`config.mk`:
```
export PLATFORM = sky130hd
export DESIGN_NAME = sli_lookup
export DESIGN_NICKNAME = d
export VERILOG_FILES = /design/src/rtl/sli_pkg.sv /design/src/rtl/sli_lookup.sv
export SDC_FILE = /design/constraint.sdc
export NUM_CORES = 1
export LEC_CHECK = 0
export BUFFER_PORTS_ARGS = -buffer_cell sky130_fd_sc_hd__buf_4
export CORE_MARGIN = 4
export CORE_UTILIZATION = 30
export CTS_CLUSTER_SIZE = 28
export DETAILED_ROUTE_END_ITERATION = 6
export PLACE_DENSITY = 0.57
export SLEW_MARGIN = 20
export SYNTH_ARGS = -nofsm -noshare
export SYNTH_HDL_FRONTEND = slang
export SYNTH_SLANG_ARGS = --single-unit
```
`constraint.sdc`:
```
create_clock -name aclk -period 4.5 [get_ports aclk]
set_input_delay 0 -clock aclk [delete_from_list [all_inputs] [get_ports aclk]]
set_output_delay 0 -clock aclk [all_outputs]
set_load 0.05 [all_outputs]
```
`src/rtl/sli_pkg.sv`:
```
`timescale 1ns / 1ps
`default_nettype none
// ---------------------------------------------------------------------------
// sli_pkg: shared definitions for the source line index
// Request codes, result kinds, lookup states and defaults used by the
// line index top level and its lookup engine.
// ---------------------------------------------------------------------------
package sli_pkg;

    localparam int MAX_LINES_DEF   = 1024;
    localparam int OFFSET_BITS_DEF = 20;

    localparam int BYTE_BITS       = 8;
    localparam int QUERY_LINE_BITS = 12;
    localparam int REQ_BITS        = 2;

    typedef enum logic [REQ_BITS-1:0] {
        REQ_START  = 2'd0,
        REQ_BYTE   = 2'd1,
        REQ_OFFSET = 2'd2,
        REQ_LINE   = 2'd3
    } req_t;

    localparam logic [BYTE_BITS-1:0] NL_BYTE = 8'h0A;
    localparam logic [BYTE_BITS-1:0] CR_BYTE = 8'h0D;

    localparam logic KIND_POS  = 1'b0;
    localparam logic KIND_LINE = 1'b1;

    typedef enum logic [2:0] {
        LK_IDLE,
        LK_SRCH_RD,
        LK_SRCH_CMP,
        LK_LINE_RD_START,
        LK_LINE_RD_NEXT,
        LK_LINE_CALC,
        LK_RESULT
    } lk_state_t;

    // Query command from the input side to the lookup engine
    typedef struct packed {
        logic go;
        logic is_line;
    } lk_cmd_t;

endpackage
`default_nettype wire

```
`src/rtl/sli_lookup.sv`:
```
`timescale 1ns / 1ps
`default_nettype none
// ---------------------------------------------------------------------------
// sli_lookup: query engine of the line index
// Binary-searches the line start RAM for offset queries, fetches line
// extents for line queries, and holds each answer in the output register.
// ---------------------------------------------------------------------------
module sli_lookup #(
    parameter int MAX_LINES   = sli_pkg::MAX_LINES_DEF,
    parameter int OFFSET_BITS = sli_pkg::OFFSET_BITS_DEF,
    localparam int ADDR_BITS  = $clog2(MAX_LINES),
    localparam int LINE_BITS  = $clog2(MAX_LINES + 1),
    localparam int ENTRY_W    = OFFSET_BITS + 1,
    localparam int OUT_FIELDS = LINE_BITS + 3 * OFFSET_BITS + 3,
    localparam int OUT_W      = ((OUT_FIELDS + 7) / 8) * 8
) (
    input  wire logic                                aclk,
    input  wire logic                                aresetn,
    input  wire sli_pkg::lk_cmd_t                    cmd,
    input  wire logic [OFFSET_BITS-1:0]              query_offset,
    input  wire logic [sli_pkg::QUERY_LINE_BITS-1:0] query_line,
    input  wire logic [LINE_BITS-1:0]                line_total,
    input  wire logic [OFFSET_BITS-1:0]              text_length,
    input  wire logic                                prev_cr,
    input  wire logic                                overflow,
    output logic                                     busy,
    output logic      [ADDR_BITS-1:0]                rd_addr,
    input  wire logic [ENTRY_W-1:0]                  rd_data,
    output logic                                     m_tvalid,
    input  wire logic                                m_tready,
    output logic      [OUT_W-1:0]                    m_tdata,
    output logic                                     m_tuser
);

    localparam int CMP_W = (LINE_BITS > sli_pkg::QUERY_LINE_BITS) ?
                           LINE_BITS : sli_pkg::QUERY_LINE_BITS;

    sli_pkg::lk_state_t state_reg, state_next;

    logic [LINE_BITS-1:0]   lo_reg, lo_next;
    logic [LINE_BITS-1:0]   hi_reg, hi_next;
    logic [ADDR_BITS-1:0]   mid_reg, mid_next;
    logic [OFFSET_BITS-1:0] offset_reg, offset_next;
    logic [CMP_W-1:0]       line_reg, line_next;
    logic [OFFSET_BITS-1:0] best_reg, best_next;
    logic [OFFSET_BITS-1:0] start_reg, start_next;
    logic [OFFSET_BITS-1:0] len_reg, len_next;
    logic                   kind_reg, kind_next;
    logic                   found_reg, found_next;
    logic                   has_next_reg, has_next_next;
    logic                   m_tvalid_reg, m_tvalid_next;
    logic [OUT_W-1:0]       m_tdata_reg, m_tdata_next;
    logic                   m_tuser_reg, m_tuser_next;

    logic [CMP_W-1:0]       q_line_ext;
    logic [CMP_W-1:0]       total_ext;
    logic                   line_ok;
    logic                   line_has_next;
    logic [LINE_BITS:0]     lohi_sum;
    logic [LINE_BITS-1:0]   mid_full;
    logic [CMP_W-1:0]       line_m1;
    logic [OFFSET_BITS-1:0] ram_start;
    logic [OFFSET_BITS-1:0] end_off;
    logic                   end_cr;
    logic [OFFSET_BITS:0]   column;
    logic                   out_free;

    assign q_line_ext    = CMP_W'(query_line);
    assign total_ext     = CMP_W'(line_total);
    assign line_ok       = (q_line_ext != '0) && (q_line_ext <= total_ext);
    assign line_has_next = q_line_ext < total_ext;
    assign lohi_sum      = {1'b0, lo_reg} + {1'b0, hi_reg};
    assign mid_full      = lohi_sum[LINE_BITS:1];
    assign line_m1       = line_reg - CMP_W'(1);
    assign ram_start     = rd_data[OFFSET_BITS-1:0];
    assign out_free      = !m_tvalid_reg || m_tready;

    // Line end: byte before the next line start, or the source end for the last line
    always_comb begin
        if (has_next_reg) begin
            end_off = (ram_start != '0) ? ram_start - OFFSET_BITS'(1) : '0;
            end_cr  = rd_data[OFFSET_BITS];
        end else begin
            end_off = text_length;
            end_cr  = prev_cr;
        end
    end

    assign column = (lo_reg == '0) ? (OFFSET_BITS + 1)'(1) :
                    ({1'b0, offset_reg} - {1'b0, best_reg} + (OFFSET_BITS + 1)'(1));

    // Next state
    always_comb begin
        state_next = state_reg;
        case (state_reg)
            sli_pkg::LK_IDLE: begin
                if (cmd.go) begin
                    if (!cmd.is_line) begin
                        state_next = sli_pkg::LK_SRCH_RD;
                    end else if (line_ok) begin
                        state_next = sli_pkg::LK_LINE_RD_START;
                    end else begin
                        state_next = sli_pkg::LK_RESULT;
                    end
                end
            end
            sli_pkg::LK_SRCH_RD: begin
                state_next = (lo_reg < hi_reg) ? sli_pkg::LK_SRCH_CMP : sli_pkg::LK_RESULT;
            end
            sli_pkg::LK_SRCH_CMP:      state_next = sli_pkg::LK_SRCH_RD;
            sli_pkg::LK_LINE_RD_START: state_next = sli_pkg::LK_LINE_RD_NEXT;
            sli_pkg::LK_LINE_RD_NEXT:  state_next = sli_pkg::LK_LINE_CALC;
            sli_pkg::LK_LINE_CALC:     state_next = sli_pkg::LK_RESULT;
            sli_pkg::LK_RESULT: begin
                if (out_free) begin
                    state_next = sli_pkg::LK_IDLE;
                end
            end
            default: state_next = sli_pkg::LK_IDLE;
        endcase
    end

    // Datapath and outputs
    always_comb begin
        lo_next       = lo_reg;
        hi_next       = hi_reg;
        mid_next      = mid_reg;
        offset_next   = offset_reg;
        line_next     = line_reg;
        best_next     = best_reg;
        start_next    = start_reg;
        len_next      = len_reg;
        kind_next     = kind_reg;
        found_next    = found_reg;
        has_next_next = has_next_reg;
        m_tdata_next  = m_tdata_reg;
        m_tuser_next  = m_tuser_reg;
        m_tvalid_next = m_tvalid_reg && !m_tready;
        rd_addr       = '0;
        case (state_reg)
            sli_pkg::LK_IDLE: begin
                if (cmd.go) begin
                    offset_next   = query_offset;
                    line_next     = q_line_ext;
                    lo_next       = '0;
                    hi_next       = line_total;
                    best_next     = '0;
                    kind_next     = cmd.is_line ? sli_pkg::KIND_LINE : sli_pkg::KIND_POS;
                    found_next    = line_ok;
                    has_next_next = line_has_next;
                end
            end
            sli_pkg::LK_SRCH_RD: begin
                mid_next = mid_full[ADDR_BITS-1:0];
                rd_addr  = mid_full[ADDR_BITS-1:0];
            end
            sli_pkg::LK_SRCH_CMP: begin
                if (ram_start <= offset_reg) begin
                    lo_next   = LINE_BITS'(mid_reg) + LINE_BITS'(1);
                    best_next = ram_start;
                end else begin
                    hi_next = LINE_BITS'(mid_reg);
                end
            end
            sli_pkg::LK_LINE_RD_START: begin
                rd_addr = line_m1[ADDR_BITS-1:0];
            end
            sli_pkg::LK_LINE_RD_NEXT: begin
                start_next = ram_start;
                rd_addr    = line_reg[ADDR_BITS-1:0];
            end
            sli_pkg::LK_LINE_CALC: begin
                // Trim one carriage return; a CR implies the line is nonempty
                len_next = (end_off > start_reg) ?
                           (end_off - start_reg - OFFSET_BITS'(end_cr)) : '0;
            end
            sli_pkg::LK_RESULT: begin
                if (out_free) begin
                    m_tvalid_next = 1'b1;
                    m_tuser_next  = kind_reg;
                    if (kind_reg == sli_pkg::KIND_LINE) begin
                        m_tdata_next = OUT_W'({overflow, found_reg,
                                               found_reg ? len_reg : OFFSET_BITS'(0),
                                               found_reg ? start_reg : OFFSET_BITS'(0),
                                               (OFFSET_BITS + 1)'(0),
                                               LINE_BITS'(0)});
                    end else begin
                        m_tdata_next = OUT_W'({overflow, 1'b0,
                                               OFFSET_BITS'(0), OFFSET_BITS'(0),
                                               column, lo_reg});
                    end
                end
            end
            default: ;
        endcase
    end

    always_ff @(posedge aclk) begin
        if (!aresetn) begin
            state_reg    <= sli_pkg::LK_IDLE;
            m_tvalid_reg <= 1'b0;
        end else begin
            state_reg    <= state_next;
            m_tvalid_reg <= m_tvalid_next;
        end
    end

    always_ff @(posedge aclk) begin
        lo_reg       <= lo_next;
        hi_reg       <= hi_next;
        mid_reg      <= mid_next;
        offset_reg   <= offset_next;
        line_reg     <= line_next;
        best_reg     <= best_next;
        start_reg    <= start_next;
        len_reg      <= len_next;
        kind_reg     <= kind_next;
        found_reg    <= found_next;
        has_next_reg <= has_next_next;
        m_tdata_reg  <= m_tdata_next;
        m_tuser_reg  <= m_tuser_next;
    end

    assign busy     = state_reg != sli_pkg::LK_IDLE;
    assign m_tvalid = m_tvalid_reg;
    assign m_tdata  = m_tdata_reg;
    assign m_tuser  = m_tuser_reg;

    a_cmp_range: assert property (@(posedge aclk) disable iff (!aresetn)
        (state_reg == sli_pkg::LK_SRCH_CMP) |-> (lo_reg < hi_reg) &&
        (LINE_BITS'(mid_reg) >= lo_reg) && (LINE_BITS'(mid_reg) < hi_reg))
        else $error("search midpoint outside the open range");

    a_hi_bound: assert property (@(posedge aclk) disable iff (!aresetn)
        (state_reg == sli_pkg::LK_SRCH_RD) |-> (hi_reg <= line_total))
        else $error("search upper bound beyond the line count");

    a_line_found: assert property (@(posedge aclk) disable iff (!aresetn)
        (state_reg == sli_pkg::LK_LINE_RD_START) |-> found_reg &&
        (kind_reg == sli_pkg::KIND_LINE))
        else $error("line fetch started for a line that does not exist");

    a_load_from_result: assert property (@(posedge aclk) disable iff (!aresetn)
        (m_tvalid_reg && !$past(m_tvalid_reg)) |-> ($past(state_reg) == sli_pkg::LK_RESULT))
        else $error("output register loaded outside the result state");

endmodule
`default_nettype wire

```
==> metrics.yaml <==
die_h_um: 215.3
synth-async-reset-ratio_pct: 0
worstSetupEndpointType: "flop"
rr_worst_depth: 14
status: "completed"
drt_wl_total_mm: 34.84
firstDrtPassIters: 5
initial_core_util_pct: 30.54
fin_util_pct: 38.85
grt_pass1_wl_mm: 54.90
vias: 10020
h-tree-depth: 1
final_nets: 1736
via_per_inst: 4.884
die_w_um: 215.3
final_common_cell: "edfxtp_1"
gr-usage-all-layers_pct: 14.76
crit_top_cell: "ha_1"
layout_common_cells: "edfxtp_1, buf_4, inv_1, ha_1, nor2_1"
slowest_delay_ns: 0.56
timing.rr.end: "len_reg[19]"
hold_start: "query_line[11]"
netlist_instances: 1242
leakagePower_nw: 7.128
cts-root-buf: "clkbuf_16"
worst-path-max-fanout: 12
timing_hold_violations_final: 0
power_mw: 6.836
path_cells: "dlygate4sd3_1 > buf_4 > inv_1 > ha_1 > nor4b_1 > nand4_1 > or4_4 > nand2_2 > nor2_1 > a21o_1 > ha_1 > inv_1 > ha_1 > a21o_1 > nand2_1 > and3_1 > nand3_1 > a221oi_2 > xnor2_1 > nor2_1"
clkTransAtPathRegs_ns: 0.05
ys_warn_count: 0
min_period_over_period_pct: 93.01
worst_pin_slew_ns: 0.8268
cts_tree: "built"
slowest_stage: "dlygate4sd3_1"
ff2ff_setup_slack_ns: 0.91
ys_seq_area_share_pct: 47.19
core_sq_um: 42230
rows: 75
drtIter0Drc: 598
fill_cells: 4178
cts_buffers: 25
grt.overflow.total: 0
drc: 0
place_congestion: 0.8878
fin_skew_ns: 0.01582
die_area_sq_um: 46370
slew_headroom_pct: 44.58
io_pins: 184
clk_path_buf_depth: 3
final_max_slew_viol_count: 0
synthesis.area_sq_um: 12900
fmax_mhz: 238.9
synth_edf_count: 200
cellPowerDensity_nw_per_um2: 416.6
synth_ff_type: "edfxtp_1"
cp_top_family: "simple AND/OR/NAND/NOR gates"
clock_sinks: 204
start_kind: "input port"
synthDistinctLibCells: 70
largest_register_ffs: 74
grt_max_degree: 55
hold_class: "in2reg"
min_to: "has_next_reg"
ir_drop_mv: 0.2662
grt_pass1_vias: 10130
ys_seq_elements: 204
dp_hpwl_mm: 27.28
synthToLayoutAreaGrowth_pct: 27.21
drv_cap: 0
drive_gt1_share_pct: 17.34
whs_ns: 0.05510
r2r-start: "has_next_reg"
crit_required_ns: 4.77
drtAntennaViolNets: 0
insertion_delay_ns: 0.54
cp_data_arrival_time_ns: 4.45
worstHoldPathCells: 4
port_buffers: 177
path_class: "in2reg"
setup_tns_ns: 0
wire_per_inst_um: 16.99
grt_setup_unrepaired: "false"
period_needed_ns: 4.186
setup_viol: 0
worst-path-buf-inv: 4
avgSynthCellArea_sq_um: 10.38
antenna_found_initial: 4
## layout make-up
type                            count  area (sq um)  area share [%]
Sequential cell                   204          6086           37.09
Multi-Input combinational cell    840          6070           36.99
Timing Repair Buffer              262          2155           13.13
Tap cell                          539         674.4           4.110
Clock buffer                       31         648.1           3.950
Inverter                          161         604.3           3.683
Clock inverter                     13         167.7           1.022
Antenna cell                        1         2.502         0.01525
## stage by stage
step	std cells	worst slack, ns	cell area, sq um
CTS	2049	0.09864	16390
detailed placement	1938	0.1599	14900
floorplan	1247	0.8912	12920
finish	2051	0.3144	16410
global route	2050	0.05176	16400
global placement	1937	0.2336	14870
## where the power goes
group | switching, mW | leakage, nW | internal (mW)
logic | 1.39 | 4.82 | 0.927
clock network | 0.785 | 0.399 | 1.25
registers | 0.123 | 1.90 | 2.36
## worst reg2reg max path, stage by stage (launching register included)
cell	delay, ns
edfxtp_1	0.63
buf_4	0.29
nand2_2	0.19
nor2_1	0.08
a21o_1	0.18
ha_1	0.32
inv_1	0.06
ha_1	0.38
a21o_1	0.22
nand2_1	0.11
and3_1	0.16
nand3_1	0.17
a221oi_2	0.35
xnor2_1	0.15
nor2_1	0.05
## how the worst max path moves through the flow
stage	startpoint	end	slack [ns]	depth (start not counted)
4_1_cts	rd_data[0]	len_reg[18]	0.1	19
6_report	rd_data[0]	len_reg[19]	0.31	20
3_3_place_gp	rd_data[0]	len_reg[18]	0.23	18
5_1_grt	rd_data[0]	len_reg[19]	0.05	20
3_5_place_dp	rd_data[0]	len_reg[18]	0.16	18
2_1_floorplan	rd_data[0]	len_reg[19]	0.89	20
## cells by family (layout without fill, tap and decap cells)
family                   count (synthesis)  in the layout  share of synthesized area [%]
AO/OA/AOI/OAI                          233            233                          11.92
AND/OR/NAND/NOR                        385            385                          15.38
buffers and inverters                  203            467                          6.160
adder cells (fa/ha/maj)                151            151                          14.88
multiplexers                             2              2                         0.1649
other                                    1              7                        0.02908
flip-flops                             204            204                          47.19
XOR/XNOR                                63             63                          4.278
## what timing repair did
action / in CTS / in global routing
setup buffers: 0 / 1
endpoints found under the setup margin: 0 / 11
hold endpoints to repair: 99 / 0
gates resized for setup: 0 / 3
hold buffers: 67 / 0
## cells in the mapped netlist, drive strengths merged, types with 5 or more instances
| cell type | number | area [sq um] |
|---|---|---|
| edfxtp | 200 | 6006 |
| inv | 161 | 604.3 |
| ha | 147 | 1839 |
| nor2 | 113 | 426.7 |
| a21oi | 70 | 350.3 |
| nand2 | 69 | 261.5 |
| and3 | 65 | 406.6 |
| o21ai | 45 | 225.2 |
| xnor2 | 35 | 306.5 |
| clkbuf | 31 | 116.4 |
| nor2b | 28 | 175.2 |
| xor2 | 28 | 245.2 |
| a21o | 26 | 195.2 |
| nand3 | 20 | 100.1 |
| nor3 | 19 | 95.09 |
| a31oi | 15 | 93.84 |
| nand4 | 14 | 87.58 |
| nor4 | 14 | 123.9 |
| nand2b | 12 | 75.07 |
| buf | 11 | 73.82 |
| a211oi | 9 | 67.56 |
| or3 | 8 | 55.05 |
| a22o | 6 | 52.55 |
| o211ai | 6 | 45.04 |
| o21a | 6 | 45.04 |
| o21bai | 6 | 45.04 |
| a221o | 5 | 50.05 |
| a31o | 5 | 43.79 |
## layer usage
metal	track usage (%)	up-vias	part of all wire, %
met4	2.963	6	1.9
li1	-	4929	-
met5	0	-	0.080
met2	24.78	242	47
met3	3.503	45	6.3
met1	19.57	4796	45
(Power assumes the default switching activity.)
