`src/rtl/sli_ram.sv`:
```
`timescale 1ns / 1ps
`default_nettype none
// ---------------------------------------------------------------------------
// sli_ram: generic simple dual-port RAM
// One write port and one read port, read data registered.
// ---------------------------------------------------------------------------
module sli_ram #(
    parameter int WIDTH = 8,
    parameter int DEPTH = 16
) (
    input  wire logic                     aclk,
    input  wire logic                     wr_en,
    input  wire logic [$clog2(DEPTH)-1:0] wr_addr,
    input  wire logic [WIDTH-1:0]         wr_data,
    input  wire logic [$clog2(DEPTH)-1:0] rd_addr,
    output logic      [WIDTH-1:0]         rd_data
);

    logic [WIDTH-1:0] mem [DEPTH];

    always_ff @(posedge aclk) begin
        if (wr_en) begin
            mem[wr_addr] <= wr_data;
        end
        rd_data <= mem[rd_addr];
    end

endmodule
`default_nettype wire

```
`config.mk`:
```
export PLATFORM = sky130hd
export DESIGN_NAME = sli_ram
export DESIGN_NICKNAME = d
export VERILOG_FILES = /design/src/rtl/sli_ram.sv
export SDC_FILE = /design/constraint.sdc
export NUM_CORES = 1
export LEC_CHECK = 0
export BUFFER_PORTS_ARGS = -buffer_cell sky130_fd_sc_hd__buf_4
export CAP_MARGIN = 20
export CORE_UTILIZATION = 30
export DETAILED_ROUTE_END_ITERATION = 10
export PLACE_DENSITY = 0.47
export SLEW_MARGIN = 15
export SYNTH_ARGS = -nofsm -noshare
export SYNTH_HDL_FRONTEND = slang
export SYNTH_SLANG_ARGS = --single-unit
export TNS_END_PERCENT = 30
```
`constraint.sdc`:
```
create_clock -name aclk -period 1.6 [get_ports aclk]
set_clock_uncertainty 0.2 [all_clocks]
set_input_delay 0.08 -clock aclk [delete_from_list [all_inputs] [get_ports aclk]]
set_output_delay 0.08 -clock aclk [all_outputs]
set_load 0.01 [all_outputs]
```
==> impl_metrics.tcl, run 1 <==
set metrics [dict create \
    yosys-top-cells-count "edfxtp_1, mux4_2, a22oi_1, mux4_1, nor2_1" \
    required_ps 1700 \
    ys_ff_latch 136 \
    cp.arrival_ps 1630 \
    path_class "flip-flop to flip-flop" \
    area_growth_pct 24.8 \
    p_sw_share_pct 19.4 \
    cp_max_fo 1 \
    hold_ws_ps 47.4 \
    slowest_delay_ps 510 \
    pwr-share-seq_pct 50.0 \
    grt_pass1_wl_um 16400 \
    grt_max_degree 22 \
    cts_setup_buffers 0 \
    final_layout_size_suffix_gt1_share_pct 31.8 \
    power_frac_clock_pct 44.4 \
    routabilityCongestion 0.684 \
    p_leak_nw 2.18 \
    hp-class "primary input to flip-flop" \
    combPwrFrac_pct 5.5 \
    path_cells "mux4_1 > a22oi_2 > nand2_1" \
    met3WireLength_um 267 \
    fin_crit_ps 1530 \
    coreArea_um2 16600 \
    grt.total_usage_pct 13.3 \
    ys_types 19 \
    grt_remaining_overflow 0 \
    ant_nets 0 \
    ys_seq_area_share_pct 77.8 \
    vias_per_cell 4.66 \
    drcViolationCount 0 \
    netlist.area_leader.share_pct 74.7 \
    ys_top_cells_by_area "edfxtp_1, mux4_2, mux4_1" \
    tritoncts.num_buffers 17 \
    synth_area_um2 5150 \
    pin_count 26 \
    num_vias 2490 \
    p_int_mw 6.46 \
    max_freq_mhz 652 \
    antenna_found_initial 0 \
    post-dp-hpwl_um 6910 \
    clk_latency_ps 410 \
    avgSynthCellArea_um2 22.5 \
    drt_pre_antenna_iters 4 \
    setup_violations 0 \
    yosysMostFrequentCell "edfxtp_1" \
    route.met2.wl_um 5420 \
    fp.dieH_um 133 \
    start_util_pct 30.9 \
    slowest_stage "mux4_1" \
    wirelength_um 10600 \
    fin_crit_sh_pct 95.9 \
    die_area_um2 17700 \
    syn_inst 229 \
    drt_iter0_markers 136 \
    status "finished clean" \
    worstMarginPinSlew_ps 820 \
    ys.flop_type "edfxtp_1" \
    num_antenna_cells 0 \
    portBuffers 25 \
    cts_buffer_depth 2 \
    wire_per_inst_um 19.8 \
    met1_length_um 4740 \
    yosysTopAreaCell "edfxtp_1" \
    grt_pass1_vias 2736 \
    ir_worst_vdd_mv 0.775 \
    cap_violations 0 \
    power_per_cell_area_nw_per_um2 1250 \
    p_switching_mw 1.56 \
    worstSetupEndpointType "flip-flop" \
    ys_async_sr_fraction_pct 0 \
    rows 47 \
    path_clk_slew_ps 50 \
    ys_warn_count 0 \
    hold_violations 0 \
    rsz0062_at_grt "no" \
    cts_sinks 136 \
    die_w_um 133 \
    total_power_mw 8.01 \
    relSlewSlack_pct 45.1 \
    final_nets 319 \
    path_delay_family "multiplexers" \
    synth_edf_count 128 \
    slew_violations 0 \
    synth_fp_nets 247 \
    worst-path-buf-inv 0 \
    htreeDepth 4 \
    worstSetupStartpointType "flip-flop" \
    cts_root_buf "clkbuf_16" \
    tritoncts "done" \
    highest_layer "met4" \
    n_fill_cell 1501 \
]
## cell usage in the layout, fill, tap and decap left out, types with 2 or more instances in the layout
cell type / Yosys / routed
nor3_1: 4 / 3
clkbuf_16: 0 / 17
nand2b_1: 2 / 2
dfxtp_1: 8 / 8
clkbuf_1: 0 / 9
nand3b_1: 2 / 2
nand2_1: 9 / 9
mux4_1: 14 / 14
a22oi_2: 0 / 4
clkbuf_8: 0 / 3
buf_12: 0 / 2
a22oi_1: 16 / 12
edfxtp_1: 128 / 128
mux4_2: 18 / 18
nor2_1: 13 / 13
dlygate4sd3_1: 0 / 10
clkinv_2: 0 / 2
buf_4: 1 / 51
## power by group through the flow
stage / Clock, mW / Sequential (mW) / Combinational, mW
2_1_floorplan: 0 / 4.09 / 0.202
3_3_place_gp: 0 / 4.08 / 0.420
3_5_place_dp: 0 / 4.08 / 0.426
4_1_cts: 3.64 / 4.01 / 0.448
5_1_grt: 3.77 / 4.02 / 0.481
6_report: 3.56 / 4.01 / 0.441
## state kept, by name (all words and copies together), names as in the netlist
signal	flops
rd_data	8
mem	128
## worst paths after layout
path / from / end / slack [ps] / depth (start not counted)
worst min-delay path: rd_addr[1] / rd_data[5] / 50 / 5
worst max-delay path: mem[2][0] / rd_data[0] / 70 / 3
worst max register to register: mem[2][0] / rd_data[0] / 70 / 3
worst min register to register: mem[14][0] / rd_data[0] / 480 / 3
## worst min-delay path: stages
cell	delay (ps)
buf_4	120
buf_12	140
mux4_1	150
a22oi_1	80
nand2_1	60
## routing by layer
layer | vias to the layer above | GRT usage, %
li1 | 1115 | -
met1 | 1321 | 16.3
met2 | 39 | 21.7
met3 | 15 | 3.60
met4 | 0 | 6.45
met5 | - | 0
## layout make-up
cell class                 count  area (µm²)  area share [%]
sequential                   136        4000            62.3
multi-input combinational     83        1080            16.8
timing repair buffer          63         523            8.14
clock buffer                  29         500            7.79
tap                          220         275            4.28
clock inverter                 3        40.0           0.623
## stage by stage
stage	util (%)	area [µm²]	setup slack (ps)	cells	TNS [ps]
3_5_place_dp	34.6	5760	-126	492	-915
2_1_floorplan	-	5150	53.9	229	0
6_report	38.6	6420	66.2	534	0
5_1_grt	38.6	6420	9.83	534	0
3_3_place_gp	34.6	5760	-135	492	-1030
4_1_cts	38.5	6410	13.0	534	0
## logic make-up (layout without fill, tap and decap cells)
family                 Yosys count  count (layout)  share of synthesized area [%]
DFF                            136             136                           77.8
and+or+nand+nor                 35              35                           3.18
muxes                           32              32                           15.0
AOI/OAI and AO/OA               16              16                           2.33
buffers and inverters           10              95                           1.68
## repair_timing
item | in CTS | in global routing
endpoints found under the hold margin | 149 | 0
pin swaps | 0 | 1
hold buffers | 10 | 0
gates cloned | 0 | 0
setup endpoints to repair | 1 | 4
resized for setup | 1 | 3
Power figures use the tool's default switching activity.
==> inputs of run 2 (changes only) <==
--- a/config.mk
+++ b/config.mk
@@ -5,11 +5,13 @@
 export SDC_FILE = /design/constraint.sdc
 export NUM_CORES = 1
 export LEC_CHECK = 0
+export ABC_CLOCK_PERIOD_IN_PS = 1520
 export BUFFER_PORTS_ARGS = -buffer_cell sky130_fd_sc_hd__buf_4
 export CAP_MARGIN = 20
+export CORE_MARGIN = 1.5
 export CORE_UTILIZATION = 30
 export DETAILED_ROUTE_END_ITERATION = 10
-export PLACE_DENSITY = 0.47
+export PLACE_DENSITY = 0.46
 export SLEW_MARGIN = 15
 export SYNTH_ARGS = -nofsm -noshare
 export SYNTH_HDL_FRONTEND = slang
==> constraint.sdc (replaced) <==
create_clock -name aclk -period 1.52 [get_ports aclk]
set_clock_uncertainty 0.2 [all_clocks]
set_input_delay 0.076 -clock aclk [delete_from_list [all_inputs] [get_ports aclk]]
set_output_delay 0.076 -clock aclk [all_outputs]
set_load 0.01 [all_outputs]
==> impl_metrics.tcl, run 2 (synthesis results as in run 1) <==
set metrics [dict create \
    combPwrFrac_pct 5.6 \
    tritoncts.num_buffers 17 \
    power_per_cell_area_nw_per_um2 1360 \
    num_vias 2445 \
    hold_violations 0 \
    p_leak_nw 2.21 \
    area_growth_pct 27.3 \
    r2r.worst_path.cells 3 \
    vias_per_cell 4.57 \
    tritoncts "done" \
    die_area_um2 18000 \
    relSlewSlack_pct 40.7 \
    grt_remaining_overflow 0 \
    cp.arrival_ps 1610 \
    mostFrequentLayoutCells "edfxtp_1, buf_4, mux4_2" \
    drcViolationCount 0 \
    design_area_um2 6560 \
    final_common_cell "edfxtp_1" \
    pwr-share-seq_pct 47.2 \
    crit_end "rd_data[3]" \
    portBuffers 25 \
    place_area_um2 5810 \
    cap_violations 0 \
    rsz0062_at_grt "yes" \
    timing.rr.start "mem[5][3]" \
    regArea_um2 4000 \
    grt_max_degree 17 \
    grt.total_usage_pct 12.7 \
    cp_max_fo 1 \
    fin_crit_sh_pct 99.1 \
    n_fill_cell 1541 \
    ant_nets 0 \
    drt_pre_antenna_iters 4 \
    grt_pass1_vias 2570 \
    cts_sinks 136 \
    ir_worst_vdd_mv 0.799 \
    die_w_um 134 \
    start_util_pct 30.8 \
    cts_buffer_depth 2 \
    fin_util_pct 39.2 \
    pin_count 26 \
    path_class "flip-flop to flip-flop" \
    hold_depth 5 \
    rows 47 \
    rrSetupSlack_ps 10 \
    wire_per_inst_um 19.7 \
    reg2reg_to "rd_data[3]" \
    cts_root_buf "clkbuf_16" \
    htreeDepth 4 \
    fin_crit_ps 1510 \
    path_clk_slew_ps 60 \
    routabilityCongestion 0.671 \
    coreArea_um2 16700 \
    largest_reg_flops 128 \
    worstSetupEndpointType "flip-flop" \
    final_nets 320 \
    worstSetupStartpointType "flip-flop" \
    p_int_mw 7.18 \
    post-dp-hpwl_um 6910 \
    required_ps 1620 \
    setup_violations 0 \
    p_sw_share_pct 19.7 \
    power_frac_clock_pct 47.2 \
    clk_latency_ps 410 \
    hp-class "primary input to flip-flop" \
    wirelength_um 10500 \
    drt_iter0_markers 290 \
    max_freq_mhz 664 \
    multi_input_area_um2 1100 \
    grt_pass1_wl_um 15800 \
    top_regs "mem (128), rd_data (8)" \
    p_switching_mw 1.76 \
    final_layout_size_suffix_gt1_share_pct 36.5 \
    crit_start "mem[5][3]" \
    largest_register "mem" \
    total_power_mw 8.94 \
    slew_violations 0 \
    num_antenna_cells 0 \
    antenna_found_initial 0 \
    worstMarginPinSlew_ps 888 \
    status "finished clean" \
    fp.dieH_um 134 \
]
[run 2: changes by cell type in the layout (fill, tap and decap cells not counted), moves of 2 or more]
cell and change:
bufinv_16 +3, clkbuf_1 -6, a22oi_1 -6, clkinv_1 +2, mux4_2 +4, a22oi_2 +6
buf_4 -2, buf_12 +3, clkinvlp_4 +2, clkinv_4 +2, mux4_1 -4, clkbuf_8 -3
[run 2: power by group through the flow]
stage	sequential [mW]	clock, mW	combinational, mW
CTS	4.22	4.27	0.504
floorplan	4.30	0	0.213
finish	4.22	4.22	0.500
global placement	4.29	0	0.467
detailed placement	4.30	0	0.470
global route	4.22	4.43	0.547
[run 2: what timing repair did]
item,in CTS,in global routing
pin swaps,1,4
gates resized for setup,7,7
setup buffers,0,0
setup endpoints to repair,7,6
hold buffers,10,0
hold endpoints to repair,152,0
[run 2: per-layer routing]
metal  vias up  wire, µm  global-route usage [%]
met5         -         0                       0
met4         0       151                    5.25
met3        12       334                    3.63
met2        41      5230                    20.3
met1      1276      4800                    16.1
li1       1116         -                       -
[run 2: layout make-up]
class | instances | share of cell area, %
Clock buffer | 20 | 6.66
Clock inverter | 12 | 2.65
Multi-Input combinational cell | 83 | 16.7
Sequential cell | 136 | 61.1
Tap cell | 220 | 4.20
Timing Repair Buffer | 64 | 8.67
[run 2: metrics by stage]
stage,hold WS (ps),setup WS (ps),std cells,setup TNS [ps]
global route,62.0,-34.5,535,-70.0
finish,33.2,14.4,535,0
CTS,35.8,6.09,535,0
global placement,187,-210,493,-1470
detailed placement,202,-234,493,-1710
floorplan,-25.1,-22.1,229,-575
[run 2: worst min path at each step]
stage / endpoint / startpoint / slack, ps
after floorplan: mem[0][0] / wr_data[0] / -30
after global placement: mem[6][4] / wr_data[4] / 190
after detailed placement: mem[15][2] / wr_data[2] / 200
after CTS: rd_data[5] / rd_addr[1] / 40
after global routing: rd_data[5] / rd_addr[1] / 60
final: rd_data[5] / rd_addr[1] / 30
[run 2: worst max-delay path: stages, from the launching register on]
cell      delay (ps)
edfxtp_1         350
mux4_1           550
a22oi_2          220
nand2_1           70
==> inputs of run 3 (changes only) <==
--- a/config.mk
+++ b/config.mk
@@ -5,13 +5,14 @@
 export SDC_FILE = /design/constraint.sdc
 export NUM_CORES = 1
 export LEC_CHECK = 0
-export ABC_CLOCK_PERIOD_IN_PS = 1520
+export ABC_CLOCK_PERIOD_IN_PS = 1560
 export BUFFER_PORTS_ARGS = -buffer_cell sky130_fd_sc_hd__buf_4
 export CAP_MARGIN = 20
 export CORE_MARGIN = 1.5
 export CORE_UTILIZATION = 30
 export DETAILED_ROUTE_END_ITERATION = 10
 export PLACE_DENSITY = 0.46
+export RECOVER_POWER = 25
 export SLEW_MARGIN = 15
 export SYNTH_ARGS = -nofsm -noshare
 export SYNTH_HDL_FRONTEND = slang
==> constraint.sdc (replaced) <==
create_clock -name aclk -period 1.56 [get_ports aclk]
set_clock_uncertainty 0.2 [all_clocks]
set_input_delay 0.078 -clock aclk [delete_from_list [all_inputs] [get_ports aclk]]
set_output_delay 0.078 -clock aclk [all_outputs]
set_load 0.01 [all_outputs]
==> impl_metrics.tcl, run 3 (synthesis results as in run 1) <==
set metrics [dict create \
    num_vias 2427 \
    grt_pass1_wl_um 16200 \
    hold_violations 0 \
    largest_register "mem" \
    worstSetupStartpointType "flip-flop" \
    routabilityCongestion 0.675 \
    crit_cells 3 \
    rrSetupSlack_ps 30 \
    timing.rr.start "mem[1][3]" \
    multi_input_area_um2 1090 \
    pin_count 26 \
    n_fill_cell 1556 \
    slowest_stage "mux4_1" \
    setup_violations 0 \
    die_area_um2 18000 \
    area_growth_pct 25.1 \
    start_util_pct 30.8 \
    num_antenna_cells 0 \
    ant_nets 0 \
    path_cells "mux4_1 > a22oi_2 > nand2_1" \
    total_power_mw 8.36 \
    slowest_delay_ps 530 \
    grt.total_usage_pct 13.1 \
    vias_per_cell 4.56 \
    required_ps 1660 \
    fin_util_pct 38.6 \
    ir_worst_vdd_mv 0.721 \
    cap_violations 0 \
    htreeDepth 4 \
    cts_sinks 136 \
    cp.arrival_ps 1640 \
    cts_buffer_depth 2 \
    slew_violations 0 \
    grt_remaining_overflow 0 \
    die_w_um 134 \
    wire_per_inst_um 20.1 \
    drt_iter0_markers 177 \
    coreArea_um2 16700 \
    largest_reg_flops 128 \
    antenna_found_initial 0 \
    portBuffers 25 \
    path_delay_family "multiplexers" \
    r2r.worst_path.cells 3 \
    hold_ws_ps 41.0 \
    cts_setup_buffers 0 \
    post-dp-hpwl_um 7060 \
    max_freq_mhz 653 \
    crit_start "mem[1][3]" \
    wirelength_um 10700 \
    crit_end "rd_data[3]" \
    regArea_um2 4000 \
    worst-path-buf-inv 0 \
    rows 47 \
    power_per_cell_area_nw_per_um2 1300 \
    reg2reg_to "rd_data[3]" \
    cp_max_fo 1 \
    grt_max_degree 17 \
    grt_pass1_vias 2505 \
    cts_root_buf "clkbuf_16" \
    drcViolationCount 0 \
    fin_crit_ps 1530 \
    tritoncts.num_buffers 17 \
    clk_latency_ps 420 \
    path_clk_slew_ps 60 \
    status "finished clean" \
    relSlewSlack_pct 45.3 \
    final_common_cell "edfxtp_1" \
    rsz0062_at_grt "no" \
    drt_pre_antenna_iters 4 \
    worstMarginPinSlew_ps 819 \
    worstSetupEndpointType "flip-flop" \
    fin_crit_sh_pct 98.2 \
    final_layout_size_suffix_gt1_share_pct 33.0 \
    fin_setup_tns_ps 0 \
    fp.dieH_um 134 \
    top_regs "mem (128), rd_data (8)" \
    final_nets 317 \
    p_leak_nw 2.15 \
    path_class "flip-flop to flip-flop" \
    tritoncts "done" \
    hp-class "primary input to flip-flop" \
    mostFrequentLayoutCells "edfxtp_1, buf_4, mux4_2" \
]
run 3: cell count changes in the layout (fill, tap and decap cells not counted), sizes merged:
cell	before	now
buf	54	46
inv	1	0
clkbuf	20	24
clkinvlp	2	4
bufinv	4	2
clkinv	5	7
run 3: stage by stage:
step	area (µm²)	setup slack [ps]	std cells
5_1_grt	6440	2.59	532
3_5_place_dp	5760	-180	490
2_1_floorplan	5150	15.9	229
4_1_cts	6450	1.26	532
6_report	6440	28.5	532
3_3_place_gp	5760	-159	490
run 3: routing by layer:
| layer | wire, µm | share of wire (%) | track usage (%) | up-vias |
|---|---|---|---|---|
| li1 | - | - | - | 1112 |
| met1 | 4960 | 46 | 17.1 | 1260 |
| met3 | 339 | 3.2 | 3.48 | 14 |
| met4 | 198 | 1.8 | 5.80 | 0 |
| met2 | 5200 | 49 | 20.4 | 41 |
| met5 | 0 | 0 | 0 | - |
run 3: final cells by class:
| cell class | instances | area share (%) |
|---|---|---|
| clock buffers | 19 | 6.72 |
| repair buffers | 61 | 7.79 |
| well taps | 220 | 4.28 |
| flip-flops and latches | 136 | 62.2 |
| clock inverters | 13 | 2.04 |
| multi-input cells | 83 | 17.0 |
run 3: worst min path at each step:
stage	startpoint	to	depth (start not counted)
floorplan	wr_data[0]	mem[0][0]	0
finish	rd_addr[3]	rd_data[1]	4
global route	rd_addr[1]	rd_data[2]	5
CTS	rd_addr[1]	rd_data[2]	5
global placement	wr_data[5]	mem[7][5]	1
detailed placement	wr_data[2]	mem[10][2]	1
run 3: tightest hold or removal path: stages:
cell and delay (ps):
buf_4 100, nor2_1 170, a22oi_2 200, nand2_1 60
run 3: timing repair:
action / 4_1_cts / 5_1_grt
endpoints found under the hold margin: 144 / 0
hold buffers: 10 / 0
resized for setup: 4 / 4
setup endpoints to repair: 4 / 5
pin swaps: 0 / 2
run 3: power by group:
group / switching [mW] / internal (mW)
clock: 1.46 / 2.33
sequential: 0.0231 / 4.09
combinational: 0.237 / 0.221
total: 1.72 / 6.64
